$ cat src/design/mbe_pkg.sv
`timescale 1ns / 1ps

package mbe_pkg;

	// Fixed field widths
	localparam int WORD_W  = 32;                 // coordinate word, signed
	localparam int STEP_W  = 29;                 // step registers, unsigned
	localparam int COUNT_W = 16;                 // iteration count
	localparam int PIX_W   = 12;                 // pixel coordinates
	localparam int IDX_W   = 3;                  // register index
	localparam int POS_W   = 17;                 // holds an image bound up to 65536
	localparam int MUL_W   = WORD_W + 1;         // signed multiplier operand
	localparam int PROD_W  = 64;                 // kept product width
	localparam int SUM_W   = PROD_W + 2;         // headroom for add before saturate

	// Parameter defaults
	localparam int DEF_MAX_WIDTH  = 4096;
	localparam int DEF_MAX_HEIGHT = 4096;
	localparam int DEF_FRAC_BITS  = 28;

	// Register indexes
	localparam logic [IDX_W-1:0] REG_ORIGIN_REAL    = 3'd0;
	localparam logic [IDX_W-1:0] REG_ORIGIN_IMAG    = 3'd1;
	localparam logic [IDX_W-1:0] REG_STEP_REAL      = 3'd2;
	localparam logic [IDX_W-1:0] REG_STEP_IMAG      = 3'd3;
	localparam logic [IDX_W-1:0] REG_MAX_ITERATIONS = 3'd4;

	// Register reset values
	localparam logic [WORD_W-1:0]  RST_ORIGIN_REAL    = 32'hE000_0000;
	localparam logic [WORD_W-1:0]  RST_ORIGIN_IMAG    = 32'h1000_0000;
	localparam logic [STEP_W-1:0]  RST_STEP_REAL      = 29'd196608;
	localparam logic [STEP_W-1:0]  RST_STEP_IMAG      = 29'd131072;
	localparam logic [COUNT_W-1:0] RST_MAX_ITERATIONS = 16'd256;

	typedef struct packed {
		logic [WORD_W-1:0]  origin_real;
		logic [WORD_W-1:0]  origin_imag;
		logic [STEP_W-1:0]  step_real;
		logic [STEP_W-1:0]  step_imag;
		logic [COUNT_W-1:0] max_iterations;
	} mbe_cfg_t;

	typedef struct packed {
		logic               valid;
		logic [COUNT_W-1:0] count;
	} mbe_res_t;

	// Clamp a wide signed sum to the signed word range.
	function automatic logic signed [WORD_W-1:0] sat_word(input logic signed [SUM_W-1:0] v);
		logic [SUM_W-WORD_W:0] top;
		top = v[SUM_W-1:WORD_W-1];
		if ((&top) || !(|top))
			return $signed(v[WORD_W-1:0]);
		else if (v[SUM_W-1])
			return $signed({1'b1, {(WORD_W-1){1'b0}}});
		else
			return $signed({1'b0, {(WORD_W-1){1'b1}}});
	endfunction

endpackage

$ cat src/design/mbe_mul.sv
`timescale 1ns / 1ps

// Shared signed multiplier with a registered product.
module mbe_mul (
	input  logic                                 clk,
	input  logic signed [mbe_pkg::MUL_W-1:0]     op_a,
	input  logic signed [mbe_pkg::MUL_W-1:0]     op_b,
	output logic signed [mbe_pkg::PROD_W-1:0]    prod_q
);

	logic signed [2*mbe_pkg::MUL_W-1:0] full;

	assign full = op_a * op_b;

	always_ff @(posedge clk) begin
		prod_q <= $signed(full[mbe_pkg::PROD_W-1:0]);
	end

endmodule

$ cat src/design/mbe_core.sv
`timescale 1ns / 1ps

// Sequencer and datapath for one pixel: forms c, then runs z = z*z + c
// on the shared multiplier, three products per iteration.
module mbe_core #(
	parameter int MAX_WIDTH  = mbe_pkg::DEF_MAX_WIDTH,
	parameter int MAX_HEIGHT = mbe_pkg::DEF_MAX_HEIGHT,
	parameter int FRAC_BITS  = mbe_pkg::DEF_FRAC_BITS
) (
	input  logic                          clk,
	input  logic                          arst_n,
	input  logic                          start,
	input  logic [mbe_pkg::PIX_W-1:0]     pixel_x,
	input  logic [mbe_pkg::PIX_W-1:0]     pixel_y,
	input  mbe_pkg::mbe_cfg_t             cfg,
	output logic                          ready,
	output mbe_pkg::mbe_res_t             res,
	input  logic                          res_ready
);

	localparam logic [2:0] ST_IDLE = 3'd0;
	localparam logic [2:0] ST_C0   = 3'd1;
	localparam logic [2:0] ST_C1   = 3'd2;
	localparam logic [2:0] ST_C2   = 3'd3;
	localparam logic [2:0] ST_I0   = 3'd4;
	localparam logic [2:0] ST_I1   = 3'd5;
	localparam logic [2:0] ST_I2   = 3'd6;
	localparam logic [2:0] ST_FIN  = 3'd7;

	localparam int ESC_SHIFT = 2 * FRAC_BITS + 2;
	localparam logic [mbe_pkg::PROD_W-1:0] ESC_LIM =
		(ESC_SHIFT < mbe_pkg::PROD_W) ? (64'd1 << ESC_SHIFT) : '1;
	localparam logic [mbe_pkg::POS_W-1:0] LIM_X = mbe_pkg::POS_W'(MAX_WIDTH);
	localparam logic [mbe_pkg::POS_W-1:0] LIM_Y = mbe_pkg::POS_W'(MAX_HEIGHT);

	logic [2:0]                             state_q;
	logic                                   updb_q;
	logic [mbe_pkg::PIX_W-1:0]              px_q, py_q;
	logic signed [mbe_pkg::WORD_W-1:0]      cr_q, ci_q, a_q, b_q;
	logic signed [mbe_pkg::PROD_W-1:0]      a2_q;
	logic [mbe_pkg::COUNT_W-1:0]            i_q, count_q;

	logic signed [mbe_pkg::MUL_W-1:0]       op_a, op_b;
	logic signed [mbe_pkg::PROD_W-1:0]      prod_q;
	logic signed [mbe_pkg::PROD_W:0]        diff;
	logic signed [mbe_pkg::SUM_W-1:0]       na_sum, nb_sum, cr_sum, ci_sum;
	logic [mbe_pkg::PROD_W-1:0]             modulus;
	logic                                   escaped, skip;
	logic [mbe_pkg::COUNT_W-1:0]            i_next;

	mbe_mul u_mul (
		.clk    (clk),
		.op_a   (op_a),
		.op_b   (op_b),
		.prod_q (prod_q)
	);

	// Operand select for the shared multiplier
	always_comb begin
		case (state_q)
			ST_C0: begin
				op_a = $signed(mbe_pkg::MUL_W'(px_q));
				op_b = $signed(mbe_pkg::MUL_W'(cfg.step_real));
			end
			ST_C1: begin
				op_a = $signed(mbe_pkg::MUL_W'(py_q));
				op_b = $signed(mbe_pkg::MUL_W'(cfg.step_imag));
			end
			ST_I0: begin
				op_a = mbe_pkg::MUL_W'(a_q);
				op_b = mbe_pkg::MUL_W'(a_q);
			end
			ST_I1: begin
				op_a = mbe_pkg::MUL_W'(b_q);
				op_b = mbe_pkg::MUL_W'(b_q);
			end
			default: begin
				op_a = mbe_pkg::MUL_W'(a_q);
				op_b = mbe_pkg::MUL_W'(b_q);
			end
		endcase
	end

	// In ST_I2 prod_q holds b*b; in ST_I0 after an iteration it holds a*b.
	assign cr_sum  = mbe_pkg::SUM_W'($signed(cfg.origin_real)) + mbe_pkg::SUM_W'(prod_q);
	assign ci_sum  = mbe_pkg::SUM_W'($signed(cfg.origin_imag)) - mbe_pkg::SUM_W'(prod_q);
	assign diff    = (mbe_pkg::PROD_W + 1)'(a2_q) - (mbe_pkg::PROD_W + 1)'(prod_q);
	assign na_sum  = mbe_pkg::SUM_W'(diff >>> FRAC_BITS) + mbe_pkg::SUM_W'(cr_q);
	assign nb_sum  = mbe_pkg::SUM_W'(prod_q >>> (FRAC_BITS - 1)) + mbe_pkg::SUM_W'(ci_q);
	assign modulus = $unsigned(a2_q) + $unsigned(prod_q);
	assign escaped = modulus > ESC_LIM;
	assign i_next  = i_q + 1'b1;
	assign skip    = (mbe_pkg::POS_W'(pixel_x) >= LIM_X) || (mbe_pkg::POS_W'(pixel_y) >= LIM_Y)
		|| (cfg.max_iterations == '0);

	always_ff @(posedge clk or negedge arst_n) begin
		if (!arst_n) begin
			state_q <= ST_IDLE;
			updb_q  <= 1'b0;
		end else begin
			case (state_q)
				ST_IDLE: begin
					if (start) begin
						state_q <= skip ? ST_FIN : ST_C0;
					end
				end
				ST_C0:   state_q <= ST_C1;
				ST_C1:   state_q <= ST_C2;
				ST_C2: begin
					updb_q  <= 1'b0;
					state_q <= ST_I0;
				end
				ST_I0:   state_q <= ST_I1;
				ST_I1:   state_q <= ST_I2;
				ST_I2: begin
					updb_q <= 1'b1;
					if (escaped || (i_next == cfg.max_iterations))
						state_q <= ST_FIN;
					else
						state_q <= ST_I0;
				end
				ST_FIN: begin
					if (res_ready)
						state_q <= ST_IDLE;
				end
				default: state_q <= ST_IDLE;
			endcase
		end
	end

	always_ff @(posedge clk) begin
		case (state_q)
			ST_IDLE: begin
				px_q    <= pixel_x;
				py_q    <= pixel_y;
				count_q <= '0;
			end
			ST_C1: cr_q <= mbe_pkg::sat_word(cr_sum);
			ST_C2: begin
				ci_q <= mbe_pkg::sat_word(ci_sum);
				a_q  <= '0;
				b_q  <= '0;
				i_q  <= '0;
			end
			ST_I0: begin
				if (updb_q)
					b_q <= mbe_pkg::sat_word(nb_sum);
			end
			ST_I1: a2_q <= prod_q;
			ST_I2: begin
				if (escaped)
					count_q <= i_q;
				a_q <= mbe_pkg::sat_word(na_sum);
				i_q <= i_next;
			end
			default: ;
		endcase
	end

	assign ready     = (state_q == ST_IDLE);
	assign res.valid = (state_q == ST_FIN);
	assign res.count = count_q;

endmodule

$ cat src/design/mandelbrot_escape_time.sv
`timescale 1ns / 1ps

// Escape-time evaluator for one pixel of a fractal image.
// Input channel (in_valid/in_ready) takes one word: pixel_x, pixel_y.
// Output channel (out_valid/out_ready) returns one word: escape_count, the
// first iteration at which |z|^2 exceeds 4, or 0 if the point stays bounded,
// the pixel lies outside the image, or max_iterations is 0.
// Configure through cfg_we/cfg_index/cfg_data while no pixel is in flight;
// writes take effect at once, indexes past max_iterations are dropped.
// Each pixel runs its iterations (the escape index plus one, or
// max_iterations) on the single 33x33 multiplier, which forms a*a, b*b and
// a*b in turn. Pixels outside the image or with a zero limit skip the
// iterations: the core goes from idle straight to its result state. With the
// receiver ready, the next pixel can be taken in the cycle after the result
// leaves the core.
// One pixel is processed at a time; in_ready is low meanwhile.
// The result lands in an output register, so a new pixel is accepted while
// the previous result waits. If the receiver stalls and a second result is
// finished, the core holds it and stops taking input until the slot frees.
// Reset (arst_n low) restores the register defaults and drops any pixel
// in flight and any unread result.
module mandelbrot_escape_time #(
	parameter int MAX_WIDTH  = mbe_pkg::DEF_MAX_WIDTH,
	parameter int MAX_HEIGHT = mbe_pkg::DEF_MAX_HEIGHT,
	parameter int FRAC_BITS  = mbe_pkg::DEF_FRAC_BITS
) (
	input  logic                           clk,
	input  logic                           arst_n,
	input  logic                           in_valid,
	output logic                           in_ready,
	input  logic [mbe_pkg::PIX_W-1:0]      pixel_x,
	input  logic [mbe_pkg::PIX_W-1:0]      pixel_y,
	output logic                           out_valid,
	input  logic                           out_ready,
	output logic [mbe_pkg::COUNT_W-1:0]    escape_count,
	input  logic                           cfg_we,
	input  logic [mbe_pkg::IDX_W-1:0]      cfg_index,
	input  logic [mbe_pkg::WORD_W-1:0]     cfg_data
);

	mbe_pkg::mbe_cfg_t             cfg_q;
	mbe_pkg::mbe_res_t             res;
	logic                          core_ready;
	logic                          res_ready;
	logic                          out_valid_q;
	logic [mbe_pkg::COUNT_W-1:0]   escape_count_q;

	// Configuration registers
	always_ff @(posedge clk or negedge arst_n) begin
		if (!arst_n) begin
			cfg_q.origin_real    <= mbe_pkg::RST_ORIGIN_REAL;
			cfg_q.origin_imag    <= mbe_pkg::RST_ORIGIN_IMAG;
			cfg_q.step_real      <= mbe_pkg::RST_STEP_REAL;
			cfg_q.step_imag      <= mbe_pkg::RST_STEP_IMAG;
			cfg_q.max_iterations <= mbe_pkg::RST_MAX_ITERATIONS;
		end else if (cfg_we) begin
			case (cfg_index)
				mbe_pkg::REG_ORIGIN_REAL:    cfg_q.origin_real <= cfg_data;
				mbe_pkg::REG_ORIGIN_IMAG:    cfg_q.origin_imag <= cfg_data;
				mbe_pkg::REG_STEP_REAL:      cfg_q.step_real   <= cfg_data[mbe_pkg::STEP_W-1:0];
				mbe_pkg::REG_STEP_IMAG:      cfg_q.step_imag   <= cfg_data[mbe_pkg::STEP_W-1:0];
				mbe_pkg::REG_MAX_ITERATIONS:
					cfg_q.max_iterations <= cfg_data[mbe_pkg::COUNT_W-1:0];
				default: ;
			endcase
		end
	end

	mbe_core #(
		.MAX_WIDTH  (MAX_WIDTH),
		.MAX_HEIGHT (MAX_HEIGHT),
		.FRAC_BITS  (FRAC_BITS)
	) u_core (
		.clk       (clk),
		.arst_n    (arst_n),
		.start     (in_valid),
		.pixel_x   (pixel_x),
		.pixel_y   (pixel_y),
		.cfg       (cfg_q),
		.ready     (core_ready),
		.res       (res),
		.res_ready (res_ready)
	);

	assign in_ready = core_ready;

	// Output register: take a finished result when the slot is empty or draining.
	assign res_ready = !out_valid_q || out_ready;

	always_ff @(posedge clk or negedge arst_n) begin
		if (!arst_n) begin
			out_valid_q <= 1'b0;
		end else if (res_ready) begin
			out_valid_q <= res.valid;
		end
	end

	always_ff @(posedge clk) begin
		if (res.valid && res_ready)
			escape_count_q <= res.count;
	end

	assign out_valid    = out_valid_q;
	assign escape_count = escape_count_q;

	// A pixel is taken only by an idle core, so ready drops right after it.
	a_busy_after_accept: assert property (@(posedge clk) disable iff (!arst_n)
		(in_valid && in_ready) |=> !in_ready)
		else $error("core took a pixel while still busy");

	// The core cannot be idle and offering a result at once.
	a_idle_no_result: assert property (@(posedge clk) disable iff (!arst_n)
		!(core_ready && res.valid))
		else $error("idle core presents a result");

	// Each new output word comes from a finished core result.
	a_out_from_core: assert property (@(posedge clk) disable iff (!arst_n)
		$rose(out_valid) |-> $past(res.valid))
		else $error("output word appeared without a core result");

endmodule

$ cat config.mk
export PLATFORM = sky130hd
export DESIGN_NAME = mandelbrot_escape_time
export DESIGN_NICKNAME = d
export VERILOG_FILES = /design/src/design/mbe_pkg.sv /design/src/design/mbe_mul.sv /design/src/design/mbe_core.sv /design/src/design/mandelbrot_escape_time.sv
export SDC_FILE = /design/constraint.sdc
export NUM_CORES = 2
export LEC_CHECK = 0
export ABC_AREA = 1
export BUFFER_PORTS_ARGS = -buffer_cell sky130_fd_sc_hd__buf_2
export CAP_MARGIN = 25
export CELL_PAD_IN_SITES_DETAIL_PLACEMENT = 0
export CELL_PAD_IN_SITES_GLOBAL_PLACEMENT = 2
export CORE_MARGIN = 5
export CORE_UTILIZATION = 40
export DETAILED_ROUTE_END_ITERATION = 8
export PLACE_DENSITY_LB_ADDON = 0.15
export SYNTH_ARGS = -nofsm -noshare
export SYNTH_HDL_FRONTEND = slang
export SYNTH_SLANG_ARGS = --single-unit
$ cat constraint.sdc
create_clock -name clk -period 12.3 [get_ports clk]
set_clock_uncertainty 0.1 [all_clocks]
set_input_delay 1.23 -clock clk [delete_from_list [all_inputs] [get_ports clk]]
set_output_delay 1.23 -clock clk [all_outputs]
set_load 0.05 [all_outputs]
==> results.toml <==
[logic_synthesis]
synth-seq-area-share = 0.162
synth_edf_count = 264
avgSynthCellArea_um2 = 7.42
syn-cell-area_mm2 = 0.0790
async_flop_share = 0.304
yosysUniqueCellTypes = 65
ys.flop_type = "edfxtp_1"
synth_top_area_frac = 0.281
syn_inst = 10656
yosys.area.top_type = "fa_1"
ys_top_cells_by_area = "fa_1, nand2_1, inv_1"
ys_ff_latch = 471
syn_nets = 12372
ys_warn_count = 0

[die]
dieArea_mm2 = 0.207
start_util = 0.401
top_level_ports = 82
core.rowCount = 163
chipHeight_um = 454
core_area_mm2 = 0.197
die_w_um = 454

[drt]
first_pass_iters = 8
drt-initial-drc-count = 7320
route.detailed.wl_per_inst_um = 27.2
routed_wl_um = 363000
vias = 72829
via_per_inst = 5.44
postRouteAntennaNets = 0
drc = 0

[clock_tree]
cts_max_level = 2
cts_setup_buffers = 0
cts-resized-gates = 0
numClockSinks = 471
clkTransAtPathRegs_ps = 60
insertion_delay_ps = 670
cts_max_path_buffers = 3
root_buffer = "clkbuf_16"
cts_buffers = 55
hold_buffers = 0
cts_tree = "done"

[placement]
place_ws_ps = 1290
dp_hpwl_um = 308000
gp_congestion = 1.00
port_buffers = 81

[worst_hold_path]
min_path_type = "flop to flop"
holdPathEnd = "escape_count[6]"
hp-start = "u_core.count_q[6]"
hold_depth = 0

[critical_path]
cpMostUsedCell = "fa_1"
arrival_ps = 11750
r2r_slack_ps = 1040
crit_family = "adder cells"
ff2ff_path_depth = 33
timing.rr.start = "u_core.state_q[2]"
path_buf_inv = 12
setup.worst_path.class = "flop to flop"
startpoint = "u_core.state_q[2]"
cpPeakStageDelay_ps = 1180
startpoint_type = "flop"
r2r-end = "u_core.u_mul.prod_q[59]"
end_kind = "flop"
critical_path_peak_fanout = 15
cp_slowest_cell = "fa_1"
required_ps = 12790

[timing]
fmax_ghz = 0.0888
setup_violations = 0
rsz0062_at_grt = "no"
fin_crit_sh = 0.915
relSlewSlack = 0.287
drv_slew = 0
worst_pin_slew_ps = 1070
post-route-min-period_ps = 11260
hold_viol = 0
fin_setup_tns_ps = 0
worst_slack_ps = 1040

[finish]
layout.nets = 12390
final_util = 0.433
synthToLayoutAreaGrowth_pct = 7.85
layout_common_cells = "nand2_1, inv_1, nor2_1"
mostFrequentLayoutCell = "nand2_1"
drive_above_1_share = 0.0454

[grt]
grt_overflow = 0
grt_use_total = 0.348
grt_pass1_wl_um = 518000
antenna_found_initial = 37
grt_pass1_vias = 73031
grt_max_degree = 79

[status]
status = "completed"

[run]
maxCapViolCount = 0
-- layout make-up --
cell class | count | area (um2)
fill | 20813 | 112000
multi-input combinational | 7627 | 56800
sequential | 471 | 12800
inverter | 2261 | 8490
tap | 2640 | 3300
timing repair buffer | 258 | 1920
clock buffer | 71 | 1560
clock inverter | 33 | 344
antenna | 20 | 50.0
-- worst max path at each step --
stage | to | slack, ps | depth (start not counted)
after floorplan | u_core.u_mul.prod_q[55] | 2060 | 36
after global placement | u_core.u_mul.prod_q[46] | 1080 | 36
after detailed placement | u_core.u_mul.prod_q[59] | 1290 | 33
after CTS | u_core.u_mul.prod_q[59] | 1240 | 33
after global routing | u_core.u_mul.prod_q[59] | 620 | 33
final | u_core.u_mul.prod_q[59] | 1040 | 33
-- state kept, by name, indices dropped and copies added (netlist names), 12 cells and up --
register and count:
cfg_q 138, u_core.i_q 16, u_core.a2_q 64, escape_count 16
u_core.py_q 12, u_core.b_q 32, u_core.px_q 12, u_core.count_q 16
u_core.ci_q 32, u_core.cr_q 32, u_core.a_q 32, u_core.u_mul.prod_q 64
-- per-layer routing --
layer / global-route usage / share of wire
met1: 0.506 / 0.45
met2: 0.518 / 0.42
met3: 0.0770 / 0.089
met4: 0.108 / 0.037
met5: 0.000466 / 0.00019
-- kinds of logic (layout without fill, tap and decap cells) --
group           after synthesis  after routing  share of synthesized area
other cells                   0             20                          0
compound gates             1377           1377                     0.0963
simple gates               4276           4276                      0.216
xor+xnor                    322            322                     0.0358
flops                       471            471                      0.162
buf+inv                    2558           2623                      0.123
fa+ha+maj                  1652           1652                      0.367
-- synthesized netlist by cell type (21+ instances only) --
library cell	count
o21bai_1	50
nand4_1	93
inv_2	22
xnor2_1	85
fa_1	1110
nand3b_1	21
nor2_1	1310
inv_1	2226
o211ai_1	25
ha_1	542
edfxtp_1	264
a21oi_1	583
nand3_1	276
o21ai_1	31
dfrtp_1	135
nand2_1	2429
o21ai_0	458
nor3_1	63
a21o_1	35
buf_2	29
clkbuf_1	244
xor2_1	236
a31oi_1	87
dfxtp_1	64
o21a_1	21
-- stage by stage --
step / hold slack (ps) / std cells / area [um2]
final: 298 / 13381 / 85200
after global routing: 319 / 13361 / 85200
after CTS: 305 / 13355 / 85000
after detailed placement: 305 / 13251 / 83100
after global placement: 302 / 13244 / 83000
after floorplan: 300 / 10656 / 79000
Power is left out: the tool's default activity adds up to more than one toggle a clock period on the data nets, which glitch-free logic cannot reach.
